===== src/hw/rtl/assert_macros.svh =====
// Assertion macros shared by the cursor overlay RTL.
`ifndef ASSERT_MACROS_SVH
`define ASSERT_MACROS_SVH
`ifndef SYNTHESIS
`define COV_ASSERT_IMP(lbl, clk, rst, ante, cons) \
  lbl: assert property (@(posedge clk) disable iff (rst) (ante) |-> (cons)) \
    else $error("cursor overlay assertion failed");
`define COV_ASSERT_NXT(lbl, clk, rst, ante, cons) \
  lbl: assert property (@(posedge clk) disable iff (rst) (ante) |=> (cons)) \
    else $error("cursor overlay assertion failed");
`else
`define COV_ASSERT_IMP(lbl, clk, rst, ante, cons)
`define COV_ASSERT_NXT(lbl, clk, rst, ante, cons)
`endif
`endif


===== src/hw/rtl/cov_pkg.sv =====
// Types, constants and helpers for the cursor overlay block.
package cov_pkg;

  localparam int CURSOR_SIZE = 16;
  localparam int COORD_BITS = 13;
  localparam int ROW_BITS = $clog2(CURSOR_SIZE);
  localparam int POS_BITS = COORD_BITS + 5;
  localparam int CFG_INDEX_BITS = 3;
  localparam int CFG_DATA_BITS = 12;

  localparam logic [7:0] HIDE_MAX = 8'hff;
  localparam logic [11:0] CLIP_MAX_X_RST = 12'd640;
  localparam logic [11:0] CLIP_MAX_Y_RST = 12'd480;

  typedef enum logic [2:0] {
    OP_PIXEL   = 3'd0,
    OP_LOAD    = 3'd1,
    OP_MOVE    = 3'd2,
    OP_HIDE    = 3'd3,
    OP_UNHIDE  = 3'd4,
    OP_ENABLE  = 3'd5,
    OP_DISABLE = 3'd6,
    OP_DAMAGE  = 3'd7
  } op_e;

  typedef enum logic [CFG_INDEX_BITS-1:0] {
    CFG_LOG_DEPTH  = 3'd0,
    CFG_BIT_SWAP   = 3'd1,
    CFG_CLIP_MIN_X = 3'd2,
    CFG_CLIP_MIN_Y = 3'd3,
    CFG_CLIP_MAX_X = 3'd4,
    CFG_CLIP_MAX_Y = 3'd5,
    CFG_HOT_X      = 3'd6,
    CFG_HOT_Y      = 3'd7
  } cfg_reg_e;

  typedef logic signed [COORD_BITS-1:0] coord_t;
  typedef logic signed [POS_BITS-1:0] pos_t;
  typedef logic signed [5:0] hot_t;
  typedef logic [CURSOR_SIZE-1:0] plane_row_t;
  typedef logic [ROW_BITS-1:0] row_idx_t;

  typedef struct packed {
    logic [1:0]  log_depth;
    logic        bit_swap;
    logic [11:0] clip_min_x;
    logic [11:0] clip_min_y;
    logic [11:0] clip_max_x;
    logic [11:0] clip_max_y;
    hot_t        hot_x;
    hot_t        hot_y;
  } cfg_t;

  typedef struct packed {
    op_e         op;
    coord_t      coord_x;
    coord_t      coord_y;
    coord_t      coord_x2;
    coord_t      coord_y2;
    logic [7:0]  fb_byte;
    logic [15:0] clear_bits;
    logic [15:0] set_bits;
    logic [3:0]  cursor_row;
  } req_t;

  typedef struct packed {
    coord_t     cursor_x;
    coord_t     cursor_y;
    logic [7:0] hide_count;
    logic       enabled;
  } cur_state_t;

  function automatic pos_t origin(coord_t c, hot_t hot);
    return pos_t'(c) - pos_t'(hot);
  endfunction

  function automatic logic [7:0] data_tab(logic [1:0] n);
    logic [7:0] d;
    unique case (n)
      2'd0: d = 8'h00;
      2'd1: d = 8'hff;
      2'd2: d = 8'h00;
      2'd3: d = 8'hff;
    endcase
    return d;
  endfunction

  function automatic logic [7:0] mask_tab(logic [1:0] n);
    logic [7:0] m;
    unique case (n)
      2'd0: m = 8'hff;
      2'd1: m = 8'h00;
      2'd2: m = 8'h00;
      2'd3: m = 8'hff;
    endcase
    return m;
  endfunction

endpackage


===== src/hw/rtl/cov_if.sv =====
// Request and result channel interfaces of the cursor overlay block.
interface cov_in_if;
  logic                valid;
  logic                ready;
  logic [2:0]          op;
  cov_pkg::coord_t     coord_x;
  cov_pkg::coord_t     coord_y;
  cov_pkg::coord_t     coord_x2;
  cov_pkg::coord_t     coord_y2;
  logic [7:0]          fb_byte;
  logic [15:0]         clear_bits;
  logic [15:0]         set_bits;
  logic [3:0]          cursor_row;

  modport source (
    output valid, op, coord_x, coord_y, coord_x2, coord_y2, fb_byte,
    output clear_bits, set_bits, cursor_row,
    input  ready
  );
  modport sink (
    input  valid, op, coord_x, coord_y, coord_x2, coord_y2, fb_byte,
    input  clear_bits, set_bits, cursor_row,
    output ready
  );
endinterface

interface cov_out_if;
  logic       valid;
  logic       ready;
  logic [7:0] out_byte;
  logic       shown;

  modport source (output valid, out_byte, shown, input ready);
  modport sink (input valid, out_byte, shown, output ready);
endinterface


===== src/hw/rtl/cursor_overlay_mask_xor_core.sv =====
// Cursor overlay top level: configuration, request and result registers.
// A request is held in the request register, and its result in the result register.
// Throughput: one request per cycle while results are taken; the result register frees while its result is taken.
// Set by one combinational pass from the request register through state and planes.
// Reset (rst, synchronous, high) clears cursor state and loads default configuration.
// Cursor planes hold undefined rows until loaded.
`include "assert_macros.svh"

module cursor_overlay_mask_xor_core (
  input  logic                                 clk,
  input  logic                                 rst,
  input  logic                                 cfg_we,
  input  logic [cov_pkg::CFG_INDEX_BITS-1:0]   cfg_index,
  input  logic [cov_pkg::CFG_DATA_BITS-1:0]    cfg_data,
  cov_in_if.sink                               item,
  cov_out_if.source                            result
);

  cov_pkg::cfg_t       cfg;
  cov_pkg::req_t       req;
  logic                req_valid;
  logic                advance;
  logic                fire;
  cov_pkg::cur_state_t st;
  cov_pkg::row_idx_t   rd_row;
  cov_pkg::plane_row_t clear_row;
  cov_pkg::plane_row_t set_row;
  logic                shown_next;
  logic [7:0]          byte_next;

  always_ff @(posedge clk) begin
    if (rst) begin
      cfg.log_depth <= 2'd0;
      cfg.bit_swap <= 1'b0;
      cfg.clip_min_x <= 12'd0;
      cfg.clip_min_y <= 12'd0;
      cfg.clip_max_x <= cov_pkg::CLIP_MAX_X_RST;
      cfg.clip_max_y <= cov_pkg::CLIP_MAX_Y_RST;
      cfg.hot_x <= '0;
      cfg.hot_y <= '0;
    end else if (cfg_we) begin
      unique case (cov_pkg::cfg_reg_e'(cfg_index))
        cov_pkg::CFG_LOG_DEPTH:  cfg.log_depth <= cfg_data[1:0];
        cov_pkg::CFG_BIT_SWAP:   cfg.bit_swap <= cfg_data[0];
        cov_pkg::CFG_CLIP_MIN_X: cfg.clip_min_x <= cfg_data[11:0];
        cov_pkg::CFG_CLIP_MIN_Y: cfg.clip_min_y <= cfg_data[11:0];
        cov_pkg::CFG_CLIP_MAX_X: cfg.clip_max_x <= cfg_data[11:0];
        cov_pkg::CFG_CLIP_MAX_Y: cfg.clip_max_y <= cfg_data[11:0];
        cov_pkg::CFG_HOT_X:      cfg.hot_x <= cov_pkg::hot_t'(cfg_data[5:0]);
        cov_pkg::CFG_HOT_Y:      cfg.hot_y <= cov_pkg::hot_t'(cfg_data[5:0]);
      endcase
    end
  end

  assign advance = !result.valid || result.ready;
  assign fire = req_valid && advance;
  assign item.ready = !req_valid || advance;

  always_ff @(posedge clk) begin
    if (rst) begin
      req_valid <= 1'b0;
    end else if (item.ready) begin
      req_valid <= item.valid;
    end
  end

  always_ff @(posedge clk) begin
    if (item.valid && item.ready) begin
      req.op <= cov_pkg::op_e'(item.op);
      req.coord_x <= item.coord_x;
      req.coord_y <= item.coord_y;
      req.coord_x2 <= item.coord_x2;
      req.coord_y2 <= item.coord_y2;
      req.fb_byte <= item.fb_byte;
      req.clear_bits <= item.clear_bits;
      req.set_bits <= item.set_bits;
      req.cursor_row <= item.cursor_row;
    end
  end

  cov_state u_state (
    .clk        (clk),
    .rst        (rst),
    .fire       (fire),
    .req        (req),
    .cfg        (cfg),
    .rd_row     (rd_row),
    .clear_row  (clear_row),
    .set_row    (set_row),
    .st         (st),
    .shown_next (shown_next)
  );

  cov_overlay u_overlay (
    .req       (req),
    .cfg       (cfg),
    .st        (st),
    .clear_row (clear_row),
    .set_row   (set_row),
    .rd_row    (rd_row),
    .out_byte  (byte_next)
  );

  always_ff @(posedge clk) begin
    if (rst) begin
      result.valid <= 1'b0;
    end else if (advance) begin
      result.valid <= req_valid;
    end
  end

  always_ff @(posedge clk) begin
    if (fire) begin
      result.out_byte <= byte_next;
      result.shown <= shown_next;
    end
  end

  `COV_ASSERT_NXT(a_ctrl_zero, clk, rst, fire && req.op != cov_pkg::OP_PIXEL, result.out_byte == 8'h00)
  `COV_ASSERT_NXT(a_shown_state, clk, rst, fire, result.shown == (st.enabled && st.hide_count == 8'h00))
  `COV_ASSERT_NXT(a_hidden_pass, clk, rst, fire && req.op == cov_pkg::OP_PIXEL && !(st.enabled && st.hide_count == 8'h00), result.out_byte == $past(req.fb_byte))
  `COV_ASSERT_IMP(a_stall_block, clk, rst, result.valid && !result.ready && req_valid, !item.ready)

endmodule


===== src/hw/rtl/cov_state.sv =====
// Cursor state and row planes, updated by control requests.
module cov_state (
  input  logic                clk,
  input  logic                rst,
  input  logic                fire,
  input  cov_pkg::req_t       req,
  input  cov_pkg::cfg_t       cfg,
  input  cov_pkg::row_idx_t   rd_row,
  output cov_pkg::plane_row_t clear_row,
  output cov_pkg::plane_row_t set_row,
  output cov_pkg::cur_state_t st,
  output logic                shown_next
);

  cov_pkg::plane_row_t clear_plane [cov_pkg::CURSOR_SIZE];
  cov_pkg::plane_row_t set_plane [cov_pkg::CURSOR_SIZE];
  cov_pkg::cur_state_t st_next;
  cov_pkg::pos_t       x0;
  cov_pkg::pos_t       y0;
  logic                overlap;
  logic [7:0]          hide_inc;
  logic                load_ok;

  assign load_ok = int'(req.cursor_row) < cov_pkg::CURSOR_SIZE;

  always_comb begin
    x0 = cov_pkg::origin(st.cursor_x, cfg.hot_x);
    y0 = cov_pkg::origin(st.cursor_y, cfg.hot_y);
    overlap = (x0 < cov_pkg::pos_t'(req.coord_x2))
      && (cov_pkg::pos_t'(req.coord_x) < x0 + cov_pkg::pos_t'(cov_pkg::CURSOR_SIZE))
      && (y0 < cov_pkg::pos_t'(req.coord_y2))
      && (cov_pkg::pos_t'(req.coord_y) < y0 + cov_pkg::pos_t'(cov_pkg::CURSOR_SIZE));
    hide_inc = (st.hide_count == cov_pkg::HIDE_MAX) ? st.hide_count
                                                    : st.hide_count + 8'd1;
    st_next = st;
    unique case (req.op)
      cov_pkg::OP_PIXEL: begin
      end
      cov_pkg::OP_LOAD: begin
      end
      cov_pkg::OP_MOVE: begin
        st_next.cursor_x = req.coord_x;
        st_next.cursor_y = req.coord_y;
      end
      cov_pkg::OP_HIDE: begin
        st_next.hide_count = hide_inc;
      end
      cov_pkg::OP_UNHIDE: begin
        if (st.hide_count != 8'd0) begin
          st_next.hide_count = st.hide_count - 8'd1;
        end
      end
      cov_pkg::OP_ENABLE: begin
        st_next.enabled = 1'b1;
      end
      cov_pkg::OP_DISABLE: begin
        st_next.enabled = 1'b0;
      end
      cov_pkg::OP_DAMAGE: begin
        st_next.hide_count = overlap ? hide_inc : 8'd0;
      end
    endcase
  end

  assign shown_next = st_next.enabled && (st_next.hide_count == 8'd0);

  always_ff @(posedge clk) begin
    if (rst) begin
      st <= '0;
    end else if (fire) begin
      st <= st_next;
    end
  end

  always_ff @(posedge clk) begin
    if (fire && req.op == cov_pkg::OP_LOAD && load_ok) begin
      clear_plane[cov_pkg::row_idx_t'(req.cursor_row)] <= cov_pkg::plane_row_t'(req.clear_bits);
      set_plane[cov_pkg::row_idx_t'(req.cursor_row)] <= cov_pkg::plane_row_t'(req.set_bits);
    end
  end

  assign clear_row = clear_plane[rd_row];
  assign set_row = set_plane[rd_row];

endmodule


===== src/hw/rtl/cov_overlay.sv =====
// Per-pixel AND/XOR overlay of one framebuffer byte.
module cov_overlay (
  input  cov_pkg::req_t       req,
  input  cov_pkg::cfg_t       cfg,
  input  cov_pkg::cur_state_t st,
  input  cov_pkg::plane_row_t clear_row,
  input  cov_pkg::plane_row_t set_row,
  output cov_pkg::row_idx_t   rd_row,
  output logic [7:0]          out_byte
);

  cov_pkg::pos_t     xp;
  cov_pkg::pos_t     yp;
  cov_pkg::pos_t     by;
  cov_pkg::pos_t     rel_y;
  cov_pkg::pos_t     bx_base;
  logic              row_hit;
  logic              shown;
  logic [3:0]        bits;
  logic [3:0]        ppb;
  logic [7:0]        pmask;
  logic [2:0]        bswp;
  cov_pkg::pos_t     px [8];
  cov_pkg::pos_t     rel_x [8];
  logic              hit [8];
  cov_pkg::row_idx_t sh [8];
  logic [1:0]        n [8];
  logic [2:0]        s [8];
  logic [7:0]        mbyte;
  logic [7:0]        dbyte;

  always_comb begin
    xp = cov_pkg::origin(st.cursor_x, cfg.hot_x);
    yp = cov_pkg::origin(st.cursor_y, cfg.hot_y);
    by = cov_pkg::pos_t'(req.coord_y);
    rel_y = by - yp;
    rd_row = cov_pkg::row_idx_t'(rel_y);
    row_hit = (by >= yp) && (by < yp + cov_pkg::pos_t'(cov_pkg::CURSOR_SIZE))
      && (by >= cov_pkg::pos_t'(cfg.clip_min_y))
      && (by < cov_pkg::pos_t'(cfg.clip_max_y));
    shown = st.enabled && (st.hide_count == 8'd0);
    bits = 4'd1 << cfg.log_depth;
    ppb = 4'd8 >> cfg.log_depth;
    pmask = 8'((9'd1 << bits) - 9'd1);
    bswp = cfg.bit_swap ? 3'(4'd8 - bits) : 3'd0;
    bx_base = cov_pkg::pos_t'(req.coord_x) <<< (2'd3 - cfg.log_depth);
    mbyte = 8'hff;
    dbyte = 8'h00;
    for (int i = 0; i < 8; i++) begin
      px[i] = bx_base + cov_pkg::pos_t'(i);
      rel_x[i] = px[i] - xp;
      hit[i] = (4'(i) < ppb) && (px[i] >= xp)
        && (px[i] < xp + cov_pkg::pos_t'(cov_pkg::CURSOR_SIZE))
        && (px[i] >= cov_pkg::pos_t'(cfg.clip_min_x))
        && (px[i] < cov_pkg::pos_t'(cfg.clip_max_x));
      sh[i] = cov_pkg::row_idx_t'(cov_pkg::CURSOR_SIZE - 1) - cov_pkg::row_idx_t'(rel_x[i]);
      n[i] = {clear_row[sh[i]], set_row[sh[i]]};
      s[i] = 3'(4'(i) << cfg.log_depth) ^ bswp;
      if (hit[i]) begin
        mbyte = mbyte & ~(pmask << s[i]);
        mbyte = mbyte | ((cov_pkg::mask_tab(n[i]) & pmask) << s[i]);
        dbyte = dbyte | ((cov_pkg::data_tab(n[i]) & pmask) << s[i]);
      end
    end
    if (req.op != cov_pkg::OP_PIXEL) begin
      out_byte = 8'h00;
    end else if (shown && row_hit) begin
      out_byte = (req.fb_byte & mbyte) ^ dbyte;
    end else begin
      out_byte = req.fb_byte;
    end
  end

endmodule


===== src/flat_wrapper.sv =====
// flat-port wrapper written by rule: the top's interface ports become plain ports
module cursor_overlay_mask_xor_core_flat 
  (clk, rst, cfg_we, cfg_index, cfg_data, item_valid, item_op, item_coord_x, item_coord_y, item_coord_x2, item_coord_y2, item_fb_byte, item_clear_bits, item_set_bits, item_cursor_row, item_ready, result_valid, result_out_byte, result_shown, result_ready);
  cov_in_if item_i ();
  cov_out_if result_i ();
  input  logic clk;
  input  logic rst;
  input  logic cfg_we;
  input  logic [cov_pkg::CFG_INDEX_BITS-1:0] cfg_index;
  input  logic [cov_pkg::CFG_DATA_BITS-1:0] cfg_data;
  input wire logic [$bits(item_i.valid)-1:0] item_valid;
  input wire logic [$bits(item_i.op)-1:0] item_op;
  input wire logic [$bits(item_i.coord_x)-1:0] item_coord_x;
  input wire logic [$bits(item_i.coord_y)-1:0] item_coord_y;
  input wire logic [$bits(item_i.coord_x2)-1:0] item_coord_x2;
  input wire logic [$bits(item_i.coord_y2)-1:0] item_coord_y2;
  input wire logic [$bits(item_i.fb_byte)-1:0] item_fb_byte;
  input wire logic [$bits(item_i.clear_bits)-1:0] item_clear_bits;
  input wire logic [$bits(item_i.set_bits)-1:0] item_set_bits;
  input wire logic [$bits(item_i.cursor_row)-1:0] item_cursor_row;
  output wire logic [$bits(item_i.ready)-1:0] item_ready;
  output wire logic [$bits(result_i.valid)-1:0] result_valid;
  output wire logic [$bits(result_i.out_byte)-1:0] result_out_byte;
  output wire logic [$bits(result_i.shown)-1:0] result_shown;
  input wire logic [$bits(result_i.ready)-1:0] result_ready;
  assign item_i.valid = item_valid;
  assign item_i.op = item_op;
  assign item_i.coord_x = item_coord_x;
  assign item_i.coord_y = item_coord_y;
  assign item_i.coord_x2 = item_coord_x2;
  assign item_i.coord_y2 = item_coord_y2;
  assign item_i.fb_byte = item_fb_byte;
  assign item_i.clear_bits = item_clear_bits;
  assign item_i.set_bits = item_set_bits;
  assign item_i.cursor_row = item_cursor_row;
  assign item_ready = item_i.ready;
  assign result_valid = result_i.valid;
  assign result_out_byte = result_i.out_byte;
  assign result_shown = result_i.shown;
  assign result_i.ready = result_ready;
  cursor_overlay_mask_xor_core u_core (.clk(clk), .rst(rst), .cfg_we(cfg_we), .cfg_index(cfg_index), .cfg_data(cfg_data), .item(item_i), .result(result_i));
endmodule

===== config.mk =====
export PLATFORM = sky130hd
export DESIGN_NAME = cursor_overlay_mask_xor_core_flat
export DESIGN_NICKNAME = d
export VERILOG_FILES = /design/src/hw/rtl/cov_pkg.sv /design/src/hw/rtl/cov_if.sv /design/src/hw/rtl/cursor_overlay_mask_xor_core.sv /design/src/hw/rtl/cov_state.sv /design/src/hw/rtl/cov_overlay.sv /design/src/flat_wrapper.sv
export VERILOG_INCLUDE_DIRS = /design/src /design/src/hw/rtl
export SDC_FILE = /design/constraint.sdc
export NUM_CORES = 1
export LEC_CHECK = 0
export BUFFER_PORTS_ARGS = -buffer_cell sky130_fd_sc_hd__buf_2
export CORE_MARGIN = 4
export CORE_UTILIZATION = 50
export DETAILED_ROUTE_END_ITERATION = 7
export GPL_TIMING_DRIVEN = 0
export PLACE_DENSITY = 0.66
export SLEW_MARGIN = 20
export SYNTH_ARGS = -nofsm -noshare
export SYNTH_HDL_FRONTEND = slang
export SYNTH_SLANG_ARGS = --single-unit

===== constraint.sdc =====
create_clock -name clk -period 15.8 [get_ports clk]
set_input_delay 4.74 -clock clk [delete_from_list [all_inputs] [get_ports clk]]
set_output_delay 4.74 -clock clk [all_outputs]
set_load 0.02 [all_outputs]

==> Word level (Yosys, flattened, before mapping) <==
Memories as Yosys holds them, arrays and structs flattened.
Cells that the tools add are included.
{ "totals": {"reg_bits": 208, "latch_bits": 0, "ram_bits": 512, "rom_bits": 0, "inputBits": 119, "out_inout_bits": 11, "word_cells": 436, "memories": 2} }
{ "op_classes": {"n_addsub": 33, "mul": 0, "n_div": 0, "order_cmp": 55, "eq_ne": 39, "shifts": 35, "mux": 89, "n_bitwise": 56, "reduce_logical": 102} }
{ "mem_list": {"columns": ["memory", "words", "width", "read_ports", "rd_ports_with_merged_regs", "write_ports", "line_no", "rtl"], "rows": [
  ["u_core.u_state.clear_plane", 16, 16, 1, 0, 1, "cov_state.sv:15", "cov_pkg::plane_row_t clear_plane [cov_pkg::CURSOR_SIZE];"],
  ["u_core.u_state.set_plane", 16, 16, 1, 0, 1, "cov_state.sv:16", "cov_pkg::plane_row_t set_plane [cov_pkg::CURSOR_SIZE];"]
]} }
{ "op_table": {"columns": ["operator", "n"], "rows": [
  ["8-bit 2-to-1 mux", 36],
  ["8-bit case mux with 2 select lines", 16],
  ["8-bit AND", 24],
  ["8-bit by 3-bit left shift with 8-bit output", 24],
  ["18-bit by 13-bit greater-or-equal comparator with 1-bit output", 8],
  ["18-bit by 14-bit greater-or-equal comparator with 1-bit output", 8],
  ["18-bit by 13-bit less-than comparator with 1-bit output", 8],
  ["18-bit by 15-bit less-than comparator with 1-bit output", 8],
  ["8-bit OR", 15],
  ["18-bit by 4-bit adder with 18-bit output (second input constant)", 4],
  ["1-bit binary-select mux with 4-bit select", 16],
  ["8-bit NOT", 8],
  ["2-bit OR reduction", 32],
  ["1-bit logical AND", 44],
  ["4-bit by 5-bit less-than comparator with 1-bit output (second input constant)", 8],
  ["18-bit by 3-bit adder with 18-bit output (second input constant)", 2],
  ["4-bit subtractor", 9],
  ["2-bit == test (second input constant)", 16],
  ["4-bit subtractor (first input constant)", 8],
  ["14-bit by 6-bit adder with 15-bit output (second input constant)", 2],
  ["13-bit by 15-bit less-than comparator with 1-bit output", 2],
  ["14-bit by 13-bit less-than comparator with 1-bit output", 2],
  ["13-bit by 6-bit subtractor with 14-bit output", 2],
  ["3-bit == test (second input constant)", 8],
  ["other kinds (36)", 99]
]} }

==> Longest topological paths before layout <==
{ "logic_depth": {"depth_word": 38, "depth_mapped": 30, "mapped_depth_nobuf": 29} }

==> By module <==
A second synthesis with hierarchy kept.
{ "unflattened": {"hier_cells": 4320, "area_unflattened_um2": 49409.9} }
{ "by_module_without_submodules": {"columns": ["module", "instances", "cells_per_inst", "area_each_um2", "seq_area_each_um2"], "rows": [
  ["cov_state", 1, 1381, 23956.7, 16075.4],
  ["cov_overlay", 1, 2586, 19563.8, 0.0],
  ["cursor_overlay_mask_xor_core", 1, 353, 5889.4, 4544.4]
]} }

==> Worst setup path before layout <==
No wires, ideal clock.
{ "synth_path": {"path_type": "input -> output", "start": "in result_ready", "end": "out item_ready", "arrival_ns": 5.092, "required_ns": 11.060, "path_slack_ns": 5.968, "cell_stages": 2, "path_buffers": 0, "cell_sequence": "nor2b_1 -> nand2_1"} }
{ "synth_between": {"elab_chain_cells": 2} }
{ "synth_rtl": {"columns": ["item", "line_no", "rtl"], "rows": [
  ["start: declaration", "flat_wrapper.sv:25", "input wire logic [$bits(result_i.ready)-1:0] result_ready;"],
  ["1-bit logical OR", "cursor_overlay_mask_xor_core.sv:55", "assign advance = !result.valid || result.ready;"],
  ["1-bit logical OR", "cursor_overlay_mask_xor_core.sv:57", "assign item.ready = !req_valid || advance;"],
  ["end: declaration", "flat_wrapper.sv:21", "output wire logic [$bits(item_i.ready)-1:0] item_ready;"]
]} }
No other way between the ends.

==> Worst setup path in the final report <==
Same ends and word-level chain as after synthesis.

==> impl_metrics.ini <==
[global_route]
grt_usage_pct = 31.2
grt_overflow_total = 0
grt_pass1_vias = 34940
grt_max_degree = 38
grt_first_pass_wirelength_um = 231000
antenna_found_initial = 2

[clock_network]
clock_path_buffers = 3
ctsHoldBuffers = 0
cts_buffers = 75
htree_levels = 3
cts_setup_buffers = 0
clkTransAtPathRegs_ns = 0.06
clk_latency_ns = 0.67
cts_resized = 0
cts_tree = yes
clock-sinks = 720
cts-root-buf = clkbuf_16

[routing]
firstDrtPassIters = 8
avgRoutedWirePerCell_um = 27.4
drc = 0
vias = 36390
routed_wl_um = 157000
drt_iter0_markers = 3823
postRouteAntennaNets = 0
vias_per_cell = 6.36

[sta]
setup_viol = 0
fin_ws_ns = 5.75
rsz0062_at_grt = false
slew_violations = 0
tightest_slew_ns = 1.24
clock_skew_ns = 0.0546
finalHoldViolations = 0
fin_setup_tns_ns = 0
max_freq_mhz = 99.5
relSlewSlack_pct = 16.5
hold_slack_ns = 0.454
post-route-period-util_pct = 63.6
period_minus_slack_ns = 10.05

[logic_synthesis]
avgSynthCellArea_sq_um = 11.4
yosysTopAreaCellShare_pct = 39.3
yosysUniqueCellTypes = 103
synth-edff-count = 620
syn-num-nets = 4764
yosysTopAreaCell = edfxtp_1
ys_ff_latch = 720
syn_inst = 4157
post_synth_instance_area_sq_mm = 0.0474
async_flop_share_pct = 0
ys.flop_type = edfxtp_1
ys_seq_area_share_pct = 43.5
yosysWarnings = 0
synth.area.top_cells = edfxtp_1, ha_1, mux4_2, dfxtp_1, a21oi_1

[floorplanning]
die_w_um = 316
io_pins = 130
rows = 112
core_area_sq_mm = 0.0937
start_util_pct = 50.6
dieArea_sq_mm = 0.0999
die_height_um = 316

[setup_path]
cp_num_buf_inv = 2
critPathMaxStageDelay_ns = 0.20
reg2reg_from = u_core.cfg[62]$_SDFFE_PP0P_
r2r-end = u_core.result.out_byte[6]$_SDFFCE_PP0P_
critPathRequiredTime_ns = 11.06
critPathKind = in -> out
ff2ff_path_depth = 25
critPathMostFrequentCell = buf_2
path_delay_family = simple AND/OR/NAND/NOR gates
endpoint_kind = primary output
crit_fanout = 4
worstPathArrival_ns = 5.31
crit_path_start = result_ready
cp.depth = 4
cp_cell_sequence = buf_2 -> nor2b_1 -> nand2_1 -> buf_2
cpMaxStageDelayCell = nor2b_1
reg2reg_slack_ns = 5.94
cp-endpoint = item_ready
cp-start-kind = input port

[place]
place_ws_ns = 5.75
gp_congestion = 1.02
dp_hpwl_um = 120000
numPortBuffers = 125

[outcome]
run_status = complete, no violations

[layout]
drive_gt1_share_pct = 13.9
synthToLayoutAreaGrowth_pct = 12.1
nets = 5016

[min_path]
hold_class = reg -> reg

[power]
vdd_ir_drop_max_mv = 0.110
power.leakage_nw = 19.4
p_per_area_mw_per_mm2 = 104
finalPower_mw = 5.51

[run]
maxCapViolCount = 0
[cells in the mapped netlist, drive strengths merged (8+ instances only)]
cell type,instances
o21ai,167
xnor2,130
a31oi,38
nand4,38
a21oi,269
and3,18
clkbuf,118
buf,48
o221ai,13
a21o,80
a211oi,37
o21bai,19
o32ai,13
o2111ai,16
nand3,80
maj3,11
a22oi,11
and4,9
o31ai,22
o21a,71
o211ai,41
nand2b,41
or3,25
mux2,38
nor2b,45
nand2,337
inv,218
o22ai,19
edfxtp,620
ha,481
and2,19
or2,12
nor3,96
nor4,31
a211o,21
nor2,269
dfxtp,100
xor2,37
mux2i,122
a221oi,15
a32oi,8
mux4,196
a21boi,11
a2111oi,19
[area by class of cell]
class,count,area [sq um]
fill,7931,40600
buffer,166,714
timing repair buffer,175,1440
tap,1254,1570
inverter,224,846
clock buffer,88,1930
clock inverter,45,593
sequential,720,20600
antenna,2,5.00
multi-input combinational,3047,25500
[power by group]
part	internal (mW)	switching (mW)	total, mW
registers	2.09	0.0367	2.13
logic	0.596	0.992	1.59
clock network	1.01	0.784	1.80
[tightest hold or removal path, stage by stage, from the launching register on]
cell,delay [ns]
dfxtp_1,0.31
nand2_1,0.05
a21oi_1,0.05
[placed cells by master (no fill, tap or decap), types with 90 or more instances in the layout]
master,count
a21oi_1,269
clkbuf_1,129
mux4_2,196
dfxtp_1,100
nand2_1,336
buf_2,148
mux2i_1,122
xnor2_1,123
inv_1,215
nor2_1,255
nor3_1,90
o21ai_0,153
ha_1,481
edfxtp_1,620
[worst min-delay path by stage]
stage               cells after the start                           endpoint                              start
floorplan                               2        u_core.cfg[13]$_SDFFE_PP0P_        u_core.cfg[13]$_SDFFE_PP0P_
global placement                        2  u_core.u_state.st[9]$_SDFFE_PP0P_  u_core.u_state.st[9]$_SDFFE_PP0P_
detailed placement                      2        u_core.cfg[52]$_SDFFE_PP0P_        u_core.cfg[52]$_SDFFE_PP0P_
CTS                                     2        u_core.cfg[38]$_SDFFE_PP0P_        u_core.cfg[38]$_SDFFE_PP0P_
global route                            2        u_core.cfg[52]$_SDFFE_PP0P_        u_core.cfg[52]$_SDFFE_PP0P_
finish                                  2        u_core.cfg[30]$_SDFFE_PP0P_        u_core.cfg[30]$_SDFFE_PP0P_
[per-layer routing]
layer  share of wire [%]  track usage [%]
met4                 5.2             14.2
met3                 7.6             5.10
met2                  47             51.5
met5                   0                0
met1                  40             40.6
[stage by stage]
stage          area (sq um)  cells  util [%]
3_3_place_gp          49600   5536      52.9
6_report              53200   5721      56.7
3_5_place_dp          50600   5586      54.0
4_1_cts               53200   5719      56.7
2_1_floorplan         47400   4157         -
5_1_grt               53200   5719      56.7
[registers in the layout, indices dropped and copies added, names as in the netlist]
name / count
u_core.u_state.clear_plane: 256
u_core.u_state.set_plane: 256
u_core.req: 99
u_core.cfg: 63
u_core.u_state.st: 35
u_core.result.out_byte: 8
u_core.req_valid: 1
u_core.result.shown: 1
u_core.result.valid: 1
[logic make-up after synthesis]
group	count (synthesis)	share of synthesized area [%]
adders and majority gates	499	13.2
muxes	356	12.8
xor gates and xnor gates	167	3.08
AOI/OAI and AO/OA	964	13.5
and+or+nand+nor	1061	10.7
buffers and inverters	390	3.29
DFF	720	43.5
Note: power is estimated with default switching activity, not from simulation.
